## src/rtl/core/motor_gear_duty_controller_assert.svh

```systemverilog
// Assertion macros for the motor gear duty controller.
// Included by the RTL files that carry concurrent assertions.
`ifndef MOTOR_GEAR_DUTY_CONTROLLER_ASSERT_SVH
`define MOTOR_GEAR_DUTY_CONTROLLER_ASSERT_SVH

`ifndef ASSERT_OFF
// Check a property at every rising clock edge, disabled while reset is asserted.
`define MGDC_ASSERT_RST(label, clk, rst_n, prop, msg) \
  label: assert property (@(posedge clk) disable iff (!rst_n) (prop)) else $error(msg);
// Check a property at every rising clock edge, also during reset.
`define MGDC_ASSERT(label, clk, prop, msg) \
  label: assert property (@(posedge clk) (prop)) else $error(msg);
`else
`define MGDC_ASSERT_RST(label, clk, rst_n, prop, msg)
`define MGDC_ASSERT(label, clk, prop, msg)
`endif

`endif

```

## src/rtl/core/mgdc_pkg.sv

```systemverilog
// Shared types, codes and helpers for the motor gear duty controller.
// No dependencies; used by mgdc_step and motor_gear_duty_controller.
`timescale 1ns / 1ps

package mgdc_pkg;

  localparam int unsigned DutyW   = 7;
  localparam int unsigned GearW   = 3;
  localparam int unsigned TicksW  = 16;
  localparam int unsigned StatusW = 3;
  localparam int unsigned KeyW    = 4;
  localparam int unsigned NumGears = 5;

  typedef logic [DutyW-1:0]   duty_t;
  typedef logic [GearW-1:0]   gear_t;
  typedef logic [TicksW-1:0]  ticks_t;
  typedef logic [StatusW-1:0] status_t;
  typedef logic [KeyW-1:0]    key_t;

  localparam duty_t  DutyMax   = duty_t'(100);
  localparam ticks_t CountMax  = ticks_t'(16'hFFFF);

  // Key codes
  localparam key_t KeyA = key_t'(10);
  localparam key_t KeyB = key_t'(11);
  localparam key_t KeyC = key_t'(12);
  localparam key_t KeyD = key_t'(13);
  localparam key_t KeyGearLo = key_t'(1);
  localparam key_t KeyGearHi = key_t'(5);

  // Result status codes
  localparam status_t StSettled = status_t'(0);
  localparam status_t StRamp    = status_t'(1);
  localparam status_t StBrake   = status_t'(2);
  localparam status_t StBad     = status_t'(3);
  localparam status_t StInvalid = status_t'(4);

  // Input mode codes
  localparam logic ModeKey  = 1'b0;
  localparam logic ModeTick = 1'b1;

  // Configuration register indexes
  localparam int unsigned CfgIdxW = 3;
  typedef logic [CfgIdxW-1:0] cfg_idx_t;
  localparam cfg_idx_t CfgGear1 = cfg_idx_t'(0);
  localparam cfg_idx_t CfgGear2 = cfg_idx_t'(1);
  localparam cfg_idx_t CfgGear3 = cfg_idx_t'(2);
  localparam cfg_idx_t CfgGear4 = cfg_idx_t'(3);
  localparam cfg_idx_t CfgGear5 = cfg_idx_t'(4);
  localparam cfg_idx_t CfgEco   = cfg_idx_t'(5);
  localparam cfg_idx_t CfgBrake = cfg_idx_t'(6);

  // Configuration reset values
  localparam duty_t  RstGear1 = duty_t'(20);
  localparam duty_t  RstGear2 = duty_t'(25);
  localparam duty_t  RstGear3 = duty_t'(30);
  localparam duty_t  RstGear4 = duty_t'(40);
  localparam duty_t  RstGear5 = duty_t'(50);
  localparam ticks_t RstEco   = ticks_t'(50);
  localparam ticks_t RstBrake = ticks_t'(10);
  localparam gear_t  GearOne  = gear_t'(1);

  typedef struct packed {
    duty_t [NumGears-1:0] gear_duty;
    ticks_t               eco_ticks;
    ticks_t               brake_ticks;
  } cfg_t;

  typedef struct packed {
    duty_t  present;
    duty_t  target;
    gear_t  gear;
    logic   sport;
    logic   braking;
    ticks_t count;
  } state_t;

  typedef struct packed {
    status_t status;
    logic    sport;
    gear_t   gear;
    duty_t   duty;
  } result_t;

  // Clamp a gear duty register to the legal percent range.
  function automatic duty_t sat_duty(duty_t v);
    return (v > DutyMax) ? DutyMax : v;
  endfunction

endpackage

```

## src/rtl/core/mgdc_step.sv

```systemverilog
// Next-state and result logic for one key event or tick.
// Depends on mgdc_pkg.
`timescale 1ns / 1ps

module mgdc_step (
  input  mgdc_pkg::cfg_t    cfg_i,
  input  mgdc_pkg::state_t  state_i,
  input  logic              mode_i,
  input  mgdc_pkg::key_t    key_i,
  output mgdc_pkg::state_t  state_o,
  output mgdc_pkg::result_t result_o
);

  // Count one tick toward an interval; a zero interval counts as one.
  typedef struct packed {
    logic              done;
    mgdc_pkg::ticks_t  count;
  } ivl_t;

  function automatic ivl_t interval(mgdc_pkg::ticks_t cnt, mgdc_pkg::ticks_t ticks);
    mgdc_pkg::ticks_t lim;
    mgdc_pkg::ticks_t inc;
    ivl_t r;
    lim = (ticks == '0) ? mgdc_pkg::ticks_t'(1) : ticks;
    inc = (cnt < mgdc_pkg::CountMax) ? cnt + mgdc_pkg::ticks_t'(1) : cnt;
    r.done  = (inc >= lim);
    r.count = r.done ? '0 : inc;
    return r;
  endfunction

  ivl_t             brake_ivl;
  ivl_t             eco_ivl;
  mgdc_pkg::state_t nxt;
  mgdc_pkg::status_t st;
  mgdc_pkg::duty_t  gear_key_duty;
  mgdc_pkg::gear_t  key_gear;
  logic             key_is_gear;
  logic             shift_bad;

  assign brake_ivl = interval(state_i.count, cfg_i.brake_ticks);
  assign eco_ivl   = interval(state_i.count, cfg_i.eco_ticks);

  // Gear key decode and the one-gear shift limit
  assign key_gear    = key_i[mgdc_pkg::GearW-1:0];
  assign key_is_gear = (key_i >= mgdc_pkg::KeyGearLo) && (key_i <= mgdc_pkg::KeyGearHi);
  assign shift_bad   = (key_gear > state_i.gear) ? (key_gear - state_i.gear > mgdc_pkg::gear_t'(1))
                                                 : (state_i.gear - key_gear > mgdc_pkg::gear_t'(1));
  assign gear_key_duty = key_is_gear
      ? mgdc_pkg::sat_duty(cfg_i.gear_duty[key_gear - mgdc_pkg::gear_t'(1)])
      : '0;

  // Apply one tick or one key to the state
  always_comb begin
    nxt = state_i;
    st  = mgdc_pkg::StSettled;
    if (mode_i == mgdc_pkg::ModeTick) begin
      if (state_i.braking) begin
        nxt.count = brake_ivl.count;
        if (brake_ivl.done && (state_i.present != '0)) begin
          nxt.present = state_i.present - mgdc_pkg::duty_t'(1);
        end
        if (nxt.present == '0) begin
          nxt.braking = 1'b0;
          nxt.count   = '0;
        end
      end else if (state_i.present != state_i.target) begin
        if (state_i.sport) begin
          nxt.present = state_i.target;
          nxt.count   = '0;
        end else begin
          nxt.count = eco_ivl.count;
          if (eco_ivl.done) begin
            nxt.present = (state_i.present > state_i.target)
                        ? state_i.present - mgdc_pkg::duty_t'(1)
                        : state_i.present + mgdc_pkg::duty_t'(1);
          end
        end
      end else begin
        nxt.count = '0;
      end
    end else begin
      priority if (key_i == mgdc_pkg::KeyA) begin
        nxt.sport = 1'b0;
      end else if (key_i == mgdc_pkg::KeyB) begin
        nxt.sport = 1'b1;
        if (!state_i.braking) begin
          nxt.present = state_i.target;
          nxt.count   = '0;
        end
      end else if (key_i == mgdc_pkg::KeyC) begin
        nxt.gear    = mgdc_pkg::GearOne;
        nxt.target  = '0;
        nxt.count   = '0;
        nxt.braking = (state_i.present != '0);
      end else if (key_i == mgdc_pkg::KeyD) begin
        nxt.gear    = mgdc_pkg::GearOne;
        nxt.target  = mgdc_pkg::sat_duty(cfg_i.gear_duty[0]);
        nxt.present = mgdc_pkg::sat_duty(cfg_i.gear_duty[0]);
        nxt.braking = 1'b0;
        nxt.count   = '0;
      end else if (key_is_gear) begin
        if (shift_bad) begin
          st = mgdc_pkg::StBad;
        end else begin
          nxt.gear    = key_gear;
          nxt.target  = gear_key_duty;
          nxt.braking = 1'b0;
          nxt.count   = '0;
          if (state_i.sport) begin
            nxt.present = gear_key_duty;
          end
        end
      end else begin
        st = mgdc_pkg::StInvalid;
      end
    end
    // Report brake or ramp progress when nothing was rejected
    if (st == mgdc_pkg::StSettled) begin
      if (nxt.braking) begin
        st = mgdc_pkg::StBrake;
      end else if (nxt.present != nxt.target) begin
        st = mgdc_pkg::StRamp;
      end
    end
  end

  assign state_o         = nxt;
  assign result_o.status = st;
  assign result_o.sport  = nxt.sport;
  assign result_o.gear   = nxt.gear;
  assign result_o.duty   = nxt.present;

endmodule

```

## src/rtl/core/motor_gear_duty_controller.sv

```systemverilog
// Top level of the motor gear duty controller: config registers, state,
// result register and stream handshake. Depends on mgdc_pkg, mgdc_step.
//
//   Port group   Dir  Contents
//   s_axis       in   tdata: key[3:0]; tuser: mode (0 key, 1 tick)
//   m_axis       out  tdata: duty[6:0] gear[9:7] sport[10] status[13:11]
//   cfg          in   cfg_we_i / cfg_idx_i / cfg_data_i, write only
//
// One item per cycle: the state update for an item is one combinational
// pass from the state registers into the state and the result register.
// An item is taken whenever the result register is empty or drained in the
// same cycle, so a stalled output holds the input off after one item.
// Reset loads the register defaults, duty 0, gear 1, eco mode, not braking.
`timescale 1ns / 1ps
`include "motor_gear_duty_controller_assert.svh"

module motor_gear_duty_controller (
  input  logic        clk_i,
  input  logic        rst_ni,
  // input items
  input  logic        s_axis_tvalid,
  output logic        s_axis_tready,
  input  logic [7:0]  s_axis_tdata,   // [3:0] key, [7:4] zero
  input  logic        s_axis_tuser,   // [0] mode
  // result items
  output logic        m_axis_tvalid,
  input  logic        m_axis_tready,
  output logic [15:0] m_axis_tdata,   // [6:0] duty, [9:7] gear, [10] sport,
                                      // [13:11] status, [15:14] zero
  // configuration writes
  input  logic        cfg_we_i,
  input  logic [2:0]  cfg_idx_i,
  input  logic [15:0] cfg_data_i
);

  mgdc_pkg::cfg_t    cfg_q;
  mgdc_pkg::state_t  state_q, state_d;
  mgdc_pkg::result_t res_d, res_q;
  logic              out_valid_q;
  logic              in_fire;

  // Configuration registers
  always_ff @(posedge clk_i or negedge rst_ni) begin
    if (!rst_ni) begin
      cfg_q.gear_duty[0] <= mgdc_pkg::RstGear1;
      cfg_q.gear_duty[1] <= mgdc_pkg::RstGear2;
      cfg_q.gear_duty[2] <= mgdc_pkg::RstGear3;
      cfg_q.gear_duty[3] <= mgdc_pkg::RstGear4;
      cfg_q.gear_duty[4] <= mgdc_pkg::RstGear5;
      cfg_q.eco_ticks    <= mgdc_pkg::RstEco;
      cfg_q.brake_ticks  <= mgdc_pkg::RstBrake;
    end else if (cfg_we_i) begin
      unique case (cfg_idx_i)
        mgdc_pkg::CfgGear1: cfg_q.gear_duty[0] <= cfg_data_i[mgdc_pkg::DutyW-1:0];
        mgdc_pkg::CfgGear2: cfg_q.gear_duty[1] <= cfg_data_i[mgdc_pkg::DutyW-1:0];
        mgdc_pkg::CfgGear3: cfg_q.gear_duty[2] <= cfg_data_i[mgdc_pkg::DutyW-1:0];
        mgdc_pkg::CfgGear4: cfg_q.gear_duty[3] <= cfg_data_i[mgdc_pkg::DutyW-1:0];
        mgdc_pkg::CfgGear5: cfg_q.gear_duty[4] <= cfg_data_i[mgdc_pkg::DutyW-1:0];
        mgdc_pkg::CfgEco:   cfg_q.eco_ticks    <= cfg_data_i;
        mgdc_pkg::CfgBrake: cfg_q.brake_ticks  <= cfg_data_i;
        default: ; // unused index: drop the write
      endcase
    end
  end

  // Accept while the result register is free or being drained
  assign s_axis_tready = !out_valid_q || m_axis_tready;
  assign in_fire       = s_axis_tvalid && s_axis_tready;

  mgdc_step u_step (
    .cfg_i    (cfg_q),
    .state_i  (state_q),
    .mode_i   (s_axis_tuser),
    .key_i    (s_axis_tdata[mgdc_pkg::KeyW-1:0]),
    .state_o  (state_d),
    .result_o (res_d)
  );

  // Advance the controller state on each accepted item
  always_ff @(posedge clk_i or negedge rst_ni) begin
    if (!rst_ni) begin
      state_q.present <= '0;
      state_q.target  <= '0;
      state_q.gear    <= mgdc_pkg::GearOne;
      state_q.sport   <= 1'b0;
      state_q.braking <= 1'b0;
      state_q.count   <= '0;
    end else if (in_fire) begin
      state_q <= state_d;
    end
  end

  // Result valid flag
  always_ff @(posedge clk_i or negedge rst_ni) begin
    if (!rst_ni) begin
      out_valid_q <= 1'b0;
    end else if (in_fire) begin
      out_valid_q <= 1'b1;
    end else if (m_axis_tready) begin
      out_valid_q <= 1'b0;
    end
  end

  // Result payload, loaded with each accepted item
  always_ff @(posedge clk_i) begin
    if (in_fire) begin
      res_q <= res_d;
    end
  end

  assign m_axis_tvalid = out_valid_q;
  assign m_axis_tdata  = {2'b00, res_q};

  `MGDC_ASSERT_RST(a_gear_range, clk_i, rst_ni,
    (state_q.gear != '0) && (state_q.gear <= mgdc_pkg::gear_t'(mgdc_pkg::NumGears)),
    "gear left the range one to five")
  `MGDC_ASSERT_RST(a_brake_target, clk_i, rst_ni,
    state_q.braking |-> (state_q.target == '0),
    "braking with a nonzero target duty")
  `MGDC_ASSERT_RST(a_duty_max, clk_i, rst_ni,
    (state_q.present <= mgdc_pkg::DutyMax) && (state_q.target <= mgdc_pkg::DutyMax),
    "duty above one hundred percent")
  `MGDC_ASSERT_RST(a_stall_blocks, clk_i, rst_ni,
    (out_valid_q && !m_axis_tready) |-> !s_axis_tready,
    "input taken while result is stalled")
  `MGDC_ASSERT_RST(a_fire_result, clk_i, rst_ni,
    in_fire |=> out_valid_q,
    "accepted item produced no result")

endmodule
```

## config.mk

```make
export PLATFORM = sky130hd
export DESIGN_NAME = motor_gear_duty_controller
export DESIGN_NICKNAME = d
export VERILOG_FILES = /design/src/rtl/core/mgdc_pkg.sv /design/src/rtl/core/mgdc_step.sv /design/src/rtl/core/motor_gear_duty_controller.sv
export VERILOG_INCLUDE_DIRS = /design/src /design/src/rtl/core
export SDC_FILE = /design/constraint.sdc
export NUM_CORES = 1
export LEC_CHECK = 0
export CAP_MARGIN = 20
export CORE_UTILIZATION = 40
export DETAILED_ROUTE_END_ITERATION = 6
export DONT_BUFFER_PORTS = 1
export PLACE_DENSITY = 0.6
export SYNTH_ARGS = -nofsm -noshare
export SYNTH_HDL_FRONTEND = slang
export SYNTH_SLANG_ARGS = --single-unit
```

## constraint.sdc

```tcl
create_clock -name clk_i -period 9.8 [get_ports clk_i]
set_input_delay 2.45 -clock clk_i [delete_from_list [all_inputs] [get_ports clk_i]]
set_output_delay 2.45 -clock clk_i [all_outputs]
set_load 0.01 [all_outputs]
```

==> key figures <==
Status
  • Status: finished, final reports clean

CTS
  • Clock transition at path regs: 70 ps
  • CTS buffer count: 17
  • H-tree depth: 4
  • Gates resized, CTS repair: 0
  • Clock Path Buffers: 2
  • Root Buffer: clkbuf_16
  • TritonCTS clock tree: built
  • Worst skew pair latency: 440 ps
  • Post-CTS Setup Repair Bufs: 0
  • Clk sink count: 117
  • Post-CTS Hold Buffers: 0

Timing
  • Min Tclk post-route: 6560 ps
  • Worst slew pin tran: 958 ps
  • Final setup vio count: 0
  • Hold Slack: 504 ps
  • Slew Limit Fails: 0
  • Total Neg Setup Slack: 0 ps
  • Final worst setup slack: 3240 ps
  • RSZ-0062 raised after global routing: no
  • Tcrit/Tclk final: 0.669
  • Fmax: 0.152 GHz
  • Worst slew margin: 0.358
  • Final clock skew: 17.2 ps
  • Final Hold Violating Endpoints: 0

GRT
  • First-pass GRT wire length: 35900 um
  • Initial antenna violation count: 0
  • Vias in the first global route: 6455
  • Grt ovf: 0
  • Total GRT Usage: 0.215
  • Largest net degree at the start of global routing: 104

Yosys
  • Yosys top cell area share: 0.251
  • YS warnings: 0
  • Syn Inst Count: 886
  • Number of enable flip-flop cells after synthesis: 14
  • Top cell type by total area after synthesis: dfrtp_1
  • Dominant synthesized flop cell: dfrtp_1
  • Distinct cells, synth: 84
  • Synth Register Bits: 117
  • Sequential cell area fraction in the yosys report: 0.365
  • Mapped Area: 8290 sq um
  • Synth async-reset ratio: 0.880
  • Syn_area_per_cell: 9.35 sq um
  • Area contributors post-synth: dfrtp_1 (25%), mux2_2 (9.9%), ha_1 (7.2%), dfstp_2 (6.3%), edfxtp_1 (5.1%)

Drt
  • Post-Route WL: 21800 um
  • DR iter-0 viols: 752
  • Average wire per standard cell: 18.9 um
  • Routed vias/inst: 5.90
  • First-pass iteration count of the detailed router: 5
  • # DRC: 0
  • Total number of vias: 6798
  • Routed Antenna Nets: 0

Worst setup path
  • CP max FO: 13
  • R2R Setup Slk: 3420 ps
  • Kind of critical path: input port to flip-flop
  • Worst path required time: 9970 ps
  • CP startpoint kind: input port
  • Crit path DAT: 6730 ps
  • Crit end category: flip-flop

Floorplanning
  • Die ar.: 21300 sq um
  • I/O pins: 51
  • Die Ht: 146 um
  • Initial Util: 0.408
  • Die Width: 146 um
  • Row cnt: 52
  • Core area: 20300 sq um

Power
  • Leakage: 3.84 nW
  • Total power: 2.06 mW
  • Pwr per Cell Area: 227 nW/um^2
  • Peak supply drop: 0.125 mV

Placement
  • Placed Cells incl. Taps: 1118
  • DP Wirelength: 15400 um
  • Dpl ws: 2920 ps
  • GP Congestion: 0.904
  • I/O Buffers: 0

Layout
  • Syn-to-layout area delta: 9.69%
  • Nets: 952
  • Share of layout cells above drive strength 1: 0.173
  • FILL cells: 1953
  • Final Non-Filler Cells: 1152
  • # diodes: 0

Flow run
  • Max Cap Viol: 0

Hold path
  • Worst hold-check path type: flip-flop to flip-flop
## critical path, stage by stage
cell and delay, ps:
inv_1 110, ha_1 260, fa_1 380, xor2_1 140
nand2_1 70, nor4_1 540, o211ai_1 490, mux2i_1 230
a221oi_1 420, o31ai_1 120, a311oi_1 520, xnor2_1 160
or4_1 540, o31a_1 290
## cell usage after synthesis (5+ instances only)
cell type,n
dfrtp_1,83
nand2_1,74
mux2_2,73
nor2_1,64
a21oi_1,57
inv_1,51
ha_1,48
o21ai_0,44
clkbuf_1,41
nand3_1,31
dfstp_2,20
mux2i_1,16
nor3_1,16
edfxtp_1,14
xnor2_1,14
and3_1,13
nand2b_1,13
a22o_1,12
xor2_1,12
a31oi_1,11
nor4_1,11
nand4_1,9
a211oi_1,8
o211ai_1,8
o21a_1,8
nor2b_1,7
o31ai_1,7
or3_1,7
a21o_1,5
a221oi_1,5
mux4_2,5
o221ai_1,5
or4_1,5
## per-layer routing
layer	share of wire	vias up	global-route usage
li1	-	3248	-
met1	0.48	3282	0.314
met2	0.44	239	0.322
met3	0.064	29	0.0332
met4	0.018	0	0.0742
met5	0	-	0
## cells in the final DEF (no fill, tap or decap), drive strengths merged, types with 12 or more instances in the layout
| cell | n |
|---|---|
| and3 | 13 |
| inv | 59 |
| nor3 | 17 |
| mux2i | 16 |
| edfxtp | 14 |
| nor2 | 64 |
| dfstp | 20 |
| dfrtp | 83 |
| xnor2 | 14 |
| xor2 | 12 |
| a21oi | 57 |
| a31oi | 13 |
| nand2 | 74 |
| ha | 48 |
| nand3 | 32 |
| o21ai | 45 |
| mux2 | 73 |
| clkbuf | 20 |
| nand2b | 13 |
| a22o | 12 |
## registers in the layout, indices dropped and copies added, names as in the netlist
register       cells
m_axis_tdata      14
m_axis_tvalid      1
state_q           35
cfg_q             67
## per-stage QoR
stage,instance area (sq um),util
4_1_cts,9080,0.447
6_report,9090,0.448
3_3_place_gp,8500,0.419
3_5_place_dp,8500,0.419
5_1_grt,9090,0.448
2_1_floorplan,8290,-
## cell families (layout without fill, tap and decap cells)
family                     after synthesis  in the layout  synth area share
muxes                                   94             94             0.132
xor gates and xnor gates                26             26            0.0275
other                                    1              2          0.000452
adders and majority gates               51             51            0.0785
and+or+nand+nor                        279            279             0.170
AOI/OAI and AO/OA                      221            221             0.181
buffers and inverters                   97             92            0.0450
DFF                                    117            117             0.365
## power by group
part | internal, mW | switching, mW
clock network | 0.362 | 0.263
registers | 0.616 | 0.143
logic | 0.308 | 0.371
## area by class of cell
type | count | area, sq um | area share
multi-input cells | 673 | 4900 | 0.539
repair buffers | 8 | 57.6 | 0.00633
clock inverters | 14 | 138 | 0.0151
clock buffers | 18 | 439 | 0.0483
flip-flops and latches | 117 | 3020 | 0.333
inverters | 52 | 195 | 0.0215
well taps | 270 | 338 | 0.0372
## final timing paths
| kind | from | end | depth (start not counted) |
|---|---|---|---|
| max in group asynchronous | rst_ni | cfg_q[21] | 0 |
| max reg2reg | state_q[0] | m_axis_tdata[11] | 19 |
| max | s_axis_tdata[0] | m_axis_tdata[11] | 14 |
| min reg2reg | cfg_q[54] | cfg_q[54] | 1 |
| min | cfg_q[54] | cfg_q[54] | 1 |
| min in group asynchronous | rst_ni | m_axis_tvalid | 0 |
(Power assumes the default switching activity.)
